===== config.mk =====
export PLATFORM = sky130hd
export DESIGN_NAME = inflight_dedup_set
export DESIGN_NICKNAME = d
export VERILOG_FILES = /design/src/hdl/ids_pkg.sv /design/src/hdl/inflight_dedup_set.sv /design/src/hdl/ids_ram.sv /design/src/hdl/ids_datapath.sv /design/src/hdl/ids_ctrl.sv
export SDC_FILE = /design/constraint.sdc
export NUM_CORES = 2
export LEC_CHECK = 0
export BUFFER_PORTS_ARGS = -buffer_cell sky130_fd_sc_hd__buf_4
export CAP_MARGIN = 20
export CORE_MARGIN = 1
export CORE_UTILIZATION = 45
export CTS_BUF_LIST = sky130_fd_sc_hd__clkbuf_8
export CTS_CLUSTER_DIAMETER = 120
export DETAILED_ROUTE_END_ITERATION = 12
export GPL_ROUTABILITY_DRIVEN = 1
export PLACE_DENSITY = 0.61
export SYNTH_ARGS = -nofsm -noshare
export SYNTH_HDL_FRONTEND = slang
export SYNTH_HIERARCHICAL = 1
export SYNTH_MEMORY_MAX_BITS = 65536
export SYNTH_SLANG_ARGS = --single-unit

===== constraint.sdc =====
create_clock -name clk_i -period 9.25 [get_ports clk_i]
set_input_delay 2.775 -clock clk_i [delete_from_list [all_inputs] [get_ports clk_i]]
set_output_delay 2.775 -clock clk_i [all_outputs]
set_load 0.01 [all_outputs]

===== src/hdl/ids_pkg.sv =====
package ids_pkg;

  // opcode values on the request tuser
  localparam logic [1:0] OP_TRY_ADD  = 2'd0;
  localparam logic [1:0] OP_REMOVE   = 2'd1;
  localparam logic [1:0] OP_CONTAINS = 2'd2;

  localparam int unsigned MOUNT_W = 8;
  localparam int unsigned INODE_W = 64;
  localparam int unsigned KEY_W   = MOUNT_W + INODE_W;
  localparam int unsigned ENTRY_W = KEY_W + 1;
  localparam int unsigned OPC_W   = 2;
  localparam int unsigned RES_W   = 8;

  typedef enum logic [1:0] {
    ST_CLEAR,
    ST_IDLE,
    ST_SCAN,
    ST_DECIDE
  } state_e;

  typedef struct packed {
    logic clr_en;
    logic start;
    logic scan_en;
    logic res_load;
  } ids_cmd_t;

  typedef struct packed {
    logic clr_last;
    logic hit_now;
    logic scan_last;
    logic out_busy;
  } ids_sts_t;

endpackage


===== src/hdl/inflight_dedup_set.sv =====
// channel   dir  handshake                    tdata                        tuser
// s_axis    in   s_axis_tvalid/s_axis_tready  mount_id, inode_number       opcode
// m_axis    out  m_axis_tvalid/m_axis_tready  answer, stored, table_full   -
//
// a request scans the table from entry 0 until the first match or the last entry,
// and the next request is accepted only once its result is loaded; the table memory
// is read one entry a cycle, so a miss scans every entry and a hit stops at the match.
// after reset the table is cleared one entry a cycle, with tready low.
// a result waiting on m_axis_tready does not block accepting the next request,
// but that request's table update and result wait until the output register frees.
module inflight_dedup_set
  import ids_pkg::*;
#(
  parameter int unsigned TABLE_ENTRIES = 64
) (
  input  logic        clk_i,
  input  logic        rst_ni,
  input  logic        s_axis_tvalid,
  output logic        s_axis_tready,
  input  logic [71:0] s_axis_tdata,  // [7:0] mount_id, [71:8] inode_number
  input  logic [1:0]  s_axis_tuser,  // [1:0] opcode
  output logic        m_axis_tvalid,
  input  logic        m_axis_tready,
  output logic [7:0]  m_axis_tdata   // [0] answer, [1] stored, [2] table_full
);

  ids_cmd_t cmd;
  ids_sts_t sts;

  ids_ctrl u_ctrl (
    .clk_i       (clk_i),
    .rst_ni      (rst_ni),
    .req_valid_i (s_axis_tvalid),
    .req_ready_o (s_axis_tready),
    .sts_i       (sts),
    .cmd_o       (cmd)
  );

  ids_datapath #(
    .TABLE_ENTRIES (TABLE_ENTRIES)
  ) u_dp (
    .clk_i       (clk_i),
    .rst_ni      (rst_ni),
    .cmd_i       (cmd),
    .sts_o       (sts),
    .req_op_i    (s_axis_tuser),
    .req_key_i   (s_axis_tdata),
    .res_ready_i (m_axis_tready),
    .res_valid_o (m_axis_tvalid),
    .res_data_o  (m_axis_tdata)
  );

endmodule


===== src/hdl/ids_ram.sv =====
module ids_ram #(
  parameter int unsigned WIDTH = 8,
  parameter int unsigned DEPTH = 16,
  parameter int unsigned AW    = (DEPTH > 1) ? $clog2(DEPTH) : 1
) (
  input  logic             clk_i,
  input  logic             we_i,
  input  logic [AW-1:0]    waddr_i,
  input  logic [WIDTH-1:0] wdata_i,
  input  logic [AW-1:0]    raddr_i,
  output logic [WIDTH-1:0] rdata_o
);

  logic [WIDTH-1:0] mem_q [DEPTH];
  logic [WIDTH-1:0] rdata_q;

  always_ff @(posedge clk_i) begin
    if (we_i) begin
      mem_q[waddr_i] <= wdata_i;
    end
    rdata_q <= mem_q[raddr_i];
  end

  assign rdata_o = rdata_q;

endmodule


===== src/hdl/ids_datapath.sv =====
module ids_datapath
  import ids_pkg::*;
#(
  parameter int unsigned TABLE_ENTRIES = 64
) (
  input  logic             clk_i,
  input  logic             rst_ni,
  input  ids_cmd_t         cmd_i,
  output ids_sts_t         sts_o,
  input  logic [OPC_W-1:0] req_op_i,
  input  logic [KEY_W-1:0] req_key_i,
  input  logic             res_ready_i,
  output logic             res_valid_o,
  output logic [RES_W-1:0] res_data_o
);

  localparam int unsigned AW = (TABLE_ENTRIES > 1) ? $clog2(TABLE_ENTRIES) : 1;
  localparam int unsigned CW = $clog2(TABLE_ENTRIES + 1);
  localparam logic [CW-1:0] CNT_END  = CW'(TABLE_ENTRIES);
  localparam logic [CW-1:0] CNT_LAST = CW'(TABLE_ENTRIES - 1);
  localparam logic [AW-1:0] IDX_LAST = AW'(TABLE_ENTRIES - 1);

  logic [CW-1:0]      addr_q, addr_d;
  logic [AW-1:0]      cmp_idx_q, cmp_idx_d;
  logic               cmp_vld_q, cmp_vld_d;
  logic               hit_q, hit_d;
  logic [AW-1:0]      hit_idx_q, hit_idx_d;
  logic               free_q, free_d;
  logic [AW-1:0]      free_idx_q, free_idx_d;
  logic [OPC_W-1:0]   op_q;
  logic [KEY_W-1:0]   key_q;
  logic               out_vld_q, out_vld_d;
  logic [2:0]         out_res_q;
  logic [2:0]         res_d;

  logic               we;
  logic [AW-1:0]      waddr;
  logic [ENTRY_W-1:0] wdata;
  logic [ENTRY_W-1:0] rdata;
  logic               rd_valid;
  logic               key_eq;
  logic               issue;
  logic               do_add;
  logic               do_remove;

  ids_ram #(
    .WIDTH (ENTRY_W),
    .DEPTH (TABLE_ENTRIES),
    .AW    (AW)
  ) u_ram (
    .clk_i   (clk_i),
    .we_i    (we),
    .waddr_i (waddr),
    .wdata_i (wdata),
    .raddr_i (addr_q[AW-1:0]),
    .rdata_o (rdata)
  );

  assign rd_valid = rdata[ENTRY_W-1];
  assign key_eq   = (rdata[KEY_W-1:0] == key_q);
  assign issue    = cmd_i.scan_en && (addr_q != CNT_END);

  assign sts_o.clr_last  = (addr_q == CNT_LAST);
  assign sts_o.hit_now   = cmd_i.scan_en && cmp_vld_q && rd_valid && key_eq;
  assign sts_o.scan_last = cmd_i.scan_en && cmp_vld_q && (cmp_idx_q == IDX_LAST);
  assign sts_o.out_busy  = out_vld_q && !res_ready_i;

  // decision on the finished scan
  assign do_add    = (op_q == OP_TRY_ADD) && !hit_q && free_q;
  assign do_remove = (op_q == OP_REMOVE) && hit_q;

  always_comb begin
    case (op_q)
      OP_TRY_ADD:  res_d = {!hit_q && !free_q, !hit_q && free_q, !hit_q};
      OP_REMOVE:   res_d = {1'b0, 1'b0, hit_q};
      OP_CONTAINS: res_d = {1'b0, 1'b0, hit_q};
      default:     res_d = 3'b000;
    endcase
  end

  always_comb begin
    we    = 1'b0;
    waddr = addr_q[AW-1:0];
    wdata = '0;
    if (cmd_i.clr_en) begin
      we = 1'b1;
    end else if (cmd_i.res_load) begin
      we    = do_add || do_remove;
      waddr = do_add ? free_idx_q : hit_idx_q;
      wdata = {do_add, key_q};
    end
  end

  always_comb begin
    addr_d     = addr_q;
    cmp_vld_d  = cmp_vld_q;
    cmp_idx_d  = cmp_idx_q;
    hit_d      = hit_q;
    hit_idx_d  = hit_idx_q;
    free_d     = free_q;
    free_idx_d = free_idx_q;
    if (cmd_i.start) begin
      addr_d    = '0;
      cmp_vld_d = 1'b0;
      hit_d     = 1'b0;
      free_d    = 1'b0;
    end else if (cmd_i.clr_en) begin
      addr_d = addr_q + CW'(1);
    end else if (cmd_i.scan_en) begin
      cmp_vld_d = issue;
      if (issue) begin
        addr_d    = addr_q + CW'(1);
        cmp_idx_d = addr_q[AW-1:0];
      end
      if (sts_o.hit_now) begin
        hit_d     = 1'b1;
        hit_idx_d = cmp_idx_q;
      end
      // lowest free entry, kept for a try-add miss
      if (cmp_vld_q && !rd_valid && !free_q) begin
        free_d     = 1'b1;
        free_idx_d = cmp_idx_q;
      end
    end
  end

  assign out_vld_d = cmd_i.res_load ? 1'b1 : (res_ready_i ? 1'b0 : out_vld_q);

  always_ff @(posedge clk_i or negedge rst_ni) begin
    if (!rst_ni) begin
      addr_q    <= '0;
      cmp_vld_q <= 1'b0;
      hit_q     <= 1'b0;
      free_q    <= 1'b0;
      out_vld_q <= 1'b0;
    end else begin
      addr_q    <= addr_d;
      cmp_vld_q <= cmp_vld_d;
      hit_q     <= hit_d;
      free_q    <= free_d;
      out_vld_q <= out_vld_d;
    end
  end

  always_ff @(posedge clk_i) begin
    cmp_idx_q  <= cmp_idx_d;
    hit_idx_q  <= hit_idx_d;
    free_idx_q <= free_idx_d;
    if (cmd_i.start) begin
      op_q  <= req_op_i;
      key_q <= req_key_i;
    end
    if (cmd_i.res_load) begin
      out_res_q <= res_d;
    end
  end

  assign res_valid_o = out_vld_q;
  assign res_data_o  = {{(RES_W - 3){1'b0}}, out_res_q};

endmodule


===== src/hdl/ids_ctrl.sv =====
module ids_ctrl
  import ids_pkg::*;
(
  input  logic     clk_i,
  input  logic     rst_ni,
  input  logic     req_valid_i,
  output logic     req_ready_o,
  input  ids_sts_t sts_i,
  output ids_cmd_t cmd_o
);

  state_e state_q, state_d;

  always_ff @(posedge clk_i or negedge rst_ni) begin
    if (!rst_ni) begin
      state_q <= ST_CLEAR;
    end else begin
      state_q <= state_d;
    end
  end

  always_comb begin
    state_d     = state_q;
    cmd_o       = '0;
    req_ready_o = 1'b0;
    case (state_q)
      ST_CLEAR: begin
        cmd_o.clr_en = 1'b1;
        if (sts_i.clr_last) begin
          state_d = ST_IDLE;
        end
      end
      ST_IDLE: begin
        req_ready_o = 1'b1;
        if (req_valid_i) begin
          cmd_o.start = 1'b1;
          state_d     = ST_SCAN;
        end
      end
      ST_SCAN: begin
        cmd_o.scan_en = 1'b1;
        if (sts_i.hit_now || sts_i.scan_last) begin
          state_d = ST_DECIDE;
        end
      end
      ST_DECIDE: begin
        // table update and result load go together, once
        if (!sts_i.out_busy) begin
          cmd_o.res_load = 1'b1;
          state_d        = ST_IDLE;
        end
      end
      default: begin
        state_d = ST_CLEAR;
      end
    endcase
  end

endmodule


==> metrics.md <==
| Metric | Value |
|---|---|
| Multiplexer share of the synthesized area | `0.144` |
| Crit Path Class | `in2reg` |
| CTS Buf Count | `750` |
| Fmax | `165 MHz` |
| Setup Skew | `0.0830 ns` |
| Worst skew pair latency | `1.25 ns` |
| Final setup fails | `0` |
| Initial core utilization | `0.453` |
| DRT antenna net count | `0` |
| Vias in the first global route | `91200` |
| Maximum vdd drop | `0.220 mV` |
| Gr usage total | `0.251` |
| CTS resizes | `0` |
| Core Box Area | `404000 um2` |
| Dpl cell area | `192000 um2` |
| Tmin final | `6.05 ns` |
| Unrepaired setup endpoints after global routing | `no` |
| Sequential Power Share | `0.463` |
| I/O pin count | `88` |
| First-pass GRT wire length | `716000 um` |
| Sequential share of the synthesized area | `0.792` |
| EDFF count, synth | `4767` |
| Largest net degree at the start of global routing | `107` |
| Cell area after synthesis | `183000 um2` |
| CP Capture Type | `flip-flop` |
| DRC | `0` |
| Layout Utilization | `0.511` |
| Combinational Power Share | `0.254` |
| Largest area contributor in the netlist | `edfxtp_1` |
| Max cap viols | `0` |
| Compound-Gate Fraction of Synth Area | `0.0278` |
| Fillers | `31400` |
| Lkg Pwr | `64.8 nW` |
| Initial antenna violation count | `23` |
| Count leader, synth | `edfxtp_1` |
| Hold violation total from the final report | `0` |
| Setup Total Neg Slack | `0 ns` |
| Worst-Margin Slew | `1.25 ns` |
| Yosys warns | `6` |
| Die footprint | `409000 um2` |
| Vias per cell | `6.18` |
| Largest family of logic cells by synthesized area | `multiplexers` |
| Share of layout cells above drive strength 1 | `0.277` |
| Critical Path RT | `10.12 ns` |
| HP Class | `reg2reg` |
| Relative slew margins | `0.160` |
| Synth Flop Type | `edfxtp_1` |
| Synth Area in XOR/XNOR | `0.00311` |
| CP peak stage delay | `1.11 ns` |
| Total grt overflow | `0` |
| Synth Area in Adders | `0.000684` |
| Synth Register Bits | `4853` |
| CTS tree | `done` |
| Post-synth ARST share | `0.00268` |
| Vias | `91300` |
| Cell-internal power | `40.5 mW` |
| IO Port Bufs | `82` |
| Die X | `640 um` |
| GP Congestion | `0.910` |
| Tcrit/Tclk final | `0.654` |
| Starting DRT DRC Count | `12500` |
| CP Launch Type | `input pin` |
| Worst-path clk slew | `0.06 ns` |
| H-tree levels | `6` |
| Post-Route WL | `517000 um` |
| Switching Share | `0.312` |
| Synth unique cells | `54` |
| Hold_buf cts | `0` |
| Synth top area share | `0.782` |
| Row Count | `233` |
| Status | `complete, no violations` |
| Worst EP arrival | `6.92 ns` |
| # clock sinks | `4853` |
| Clk buf depth | `4` |
| Synth-to-layout area growth | `12.6%` |
| Power Density | `286 nW/um2` |
| P_sw | `18.4 mW` |
| Post-CTS repair timing setup buffer count | `0` |
| Leading post-synthesis cells by cell area | `edfxtp_1 (78%), mux4_2 (14%), o22ai_1 (1.3%), dfxtp_1 (0.80%), mux2i_1 (0.78%)` |
| Wire per inst | `35.0 um` |
| Final instance area | `206000 um2` |
| Slew Viols, Final | `0` |
| Max Fanout on Critical Path | `34` |
| Slowest cell on crit path | `nor2_4` |
| Die H | `640 um` |
| Post-synth top cells | `edfxtp_1 (4767), mux4_2 (1109), o22ai_1 (385), clkbuf_1 (224), mux2i_1 (142)` |
| Clock share of power | `0.283` |
| Syn Inst Count | `8031` |
| Drt first pass iters | `6` |
| DP HPWL | `298000 um` |
| Syn avg cell area | `22.8 um2` |
| Net count, final | `8837` |
| Root buf cell | `clkbuf_8` |
| Power Total | `58.9 mW` |
| CP Cell Sequence | `buf_4 -> nor2b_1 -> nor2b_1 -> buf_4 -> nand2b_1 -> o21ai_0 -> nand3_1 -> nor2_4 -> buf_12` |
| Post-Synth Simple-Gate Area | `0.0191` |
-- state kept, by name, summed over array words and instances, names as in the netlist --
register and count:
u_dp/u_ram/mem_q 4672, u_dp/u_ram/rdata_o 73, u_dp/key_q 72, u_dp/addr_q 7, u_dp/cmp_idx_q 6, u_dp/free_idx_q 6
u_dp/hit_idx_q 6, u_dp/out_res_q 3, u_ctrl/state_q 2, u_dp/op_q 2, u_dp/cmp_vld_q 1, u_dp/free_q 1
u_dp/hit_q 1, u_dp/res_valid_o 1
-- layout make-up --
cell class | count | area (um2) | area share
tap | 5405 | 6760 | 0.0328
antenna | 11 | 27.5 | 0.000134
sequential | 4853 | 145000 | 0.703
inverter | 11 | 42.5 | 0.000206
timing repair buffer | 416 | 4080 | 0.0198
clock buffer | 782 | 10800 | 0.0522
multi-input combinational | 2717 | 36400 | 0.177
clock inverter | 579 | 3070 | 0.0149
-- worst paths after layout --
path / from / to / slack [ns] / depth (start not counted)
hold / removal: u_dp/cmp_idx_q[4] / u_dp/hit_idx_q[4] / 0.51 / 0
max in group asynchronous: rst_ni / u_dp/addr_q[1] / 7.62 / 1
min in group asynchronous: rst_ni / u_ctrl/state_q[1] / 1.39 / 1
setup reg to reg: u_dp/op_q[0] / u_dp/u_ram/mem_q[1][54] / 4.16 / 8
setup / recovery: m_axis_tready / u_dp/u_ram/mem_q[1][54] / 3.20 / 9
hold reg to reg: u_dp/cmp_idx_q[4] / u_dp/hit_idx_q[4] / 0.51 / 0
-- worst max-delay path: cells and delay by family --
family / cells / cell delay, ns
buffers and inverters: 3 / 0.62
AND/OR/NAND/NOR: 5 / 2.56
AO/OA/AOI/OAI: 1 / 0.84
-- logic make-up (layout without fill, tap and decap cells) --
| logic type | after synthesis | count (layout) |
|---|---|---|
| buffers and inverters | 465 | 1788 |
| other | 1 | 16 |
| xor gates and xnor gates | 65 | 65 |
| muxes | 1254 | 1254 |
| and+or+nand+nor | 647 | 647 |
| adders and majority gates | 10 | 10 |
| DFF | 4853 | 4853 |
| AOI/OAI and AO/OA | 736 | 736 |
-- cells in the final DEF, fill, tap and decap left out, types with 27 or more instances in the layout --
cell type and count:
and2_2 36, nor4_1 64, mux2i_1 142, nor2_4 64
buf_4 331, o22ai_1 385, edfxtp_1 4767, a211oi_1 115
mux4_2 1109, dfxtp_1 73, buf_12 71, clkinv_1 164
xnor2_1 62, o221ai_1 27, clkbuf_8 782, inv_1 288
nand4_1 42, o22a_1 59, nor2b_1 91, nor2_1 40
and2_1 38, nand2_1 40, a22oi_1 69, clkinv_2 67
nand2b_1 29, nor3_1 109, nand3_1 47
-- power groups by stage --
stage	clock network (mW)	logic (mW)	registers, mW
6_report	16.7	14.9	27.3
5_1_grt	17.8	15.7	27.3
4_1_cts	17.0	14.9	27.3
3_5_place_dp	0	14.9	27.7
3_3_place_gp	0	14.6	27.7
2_1_floorplan	0	9.64	27.4
-- layer usage --
layer / up-vias / GRT usage / share of wire
li1: 36000 / - / -
met4: 2 / 0.0950 / 0.040
met1: 48900 / 0.350 / 0.39
met3: 836 / 0.0625 / 0.11
met2: 5525 / 0.382 / 0.46
met5: - / 0 / 0.000017
-- stage by stage --
stage,worst slack (ns),std cells,hold WS [ns]
final,3.20,14800,0.508
after global routing,3.19,14800,0.510
after CTS,3.42,14800,0.505
after detailed placement,2.07,13400,0.488
after floorplan,1.24,8035,0.445
after global placement,1.92,13400,0.473
Note: power is estimated with default switching activity, not from simulation.
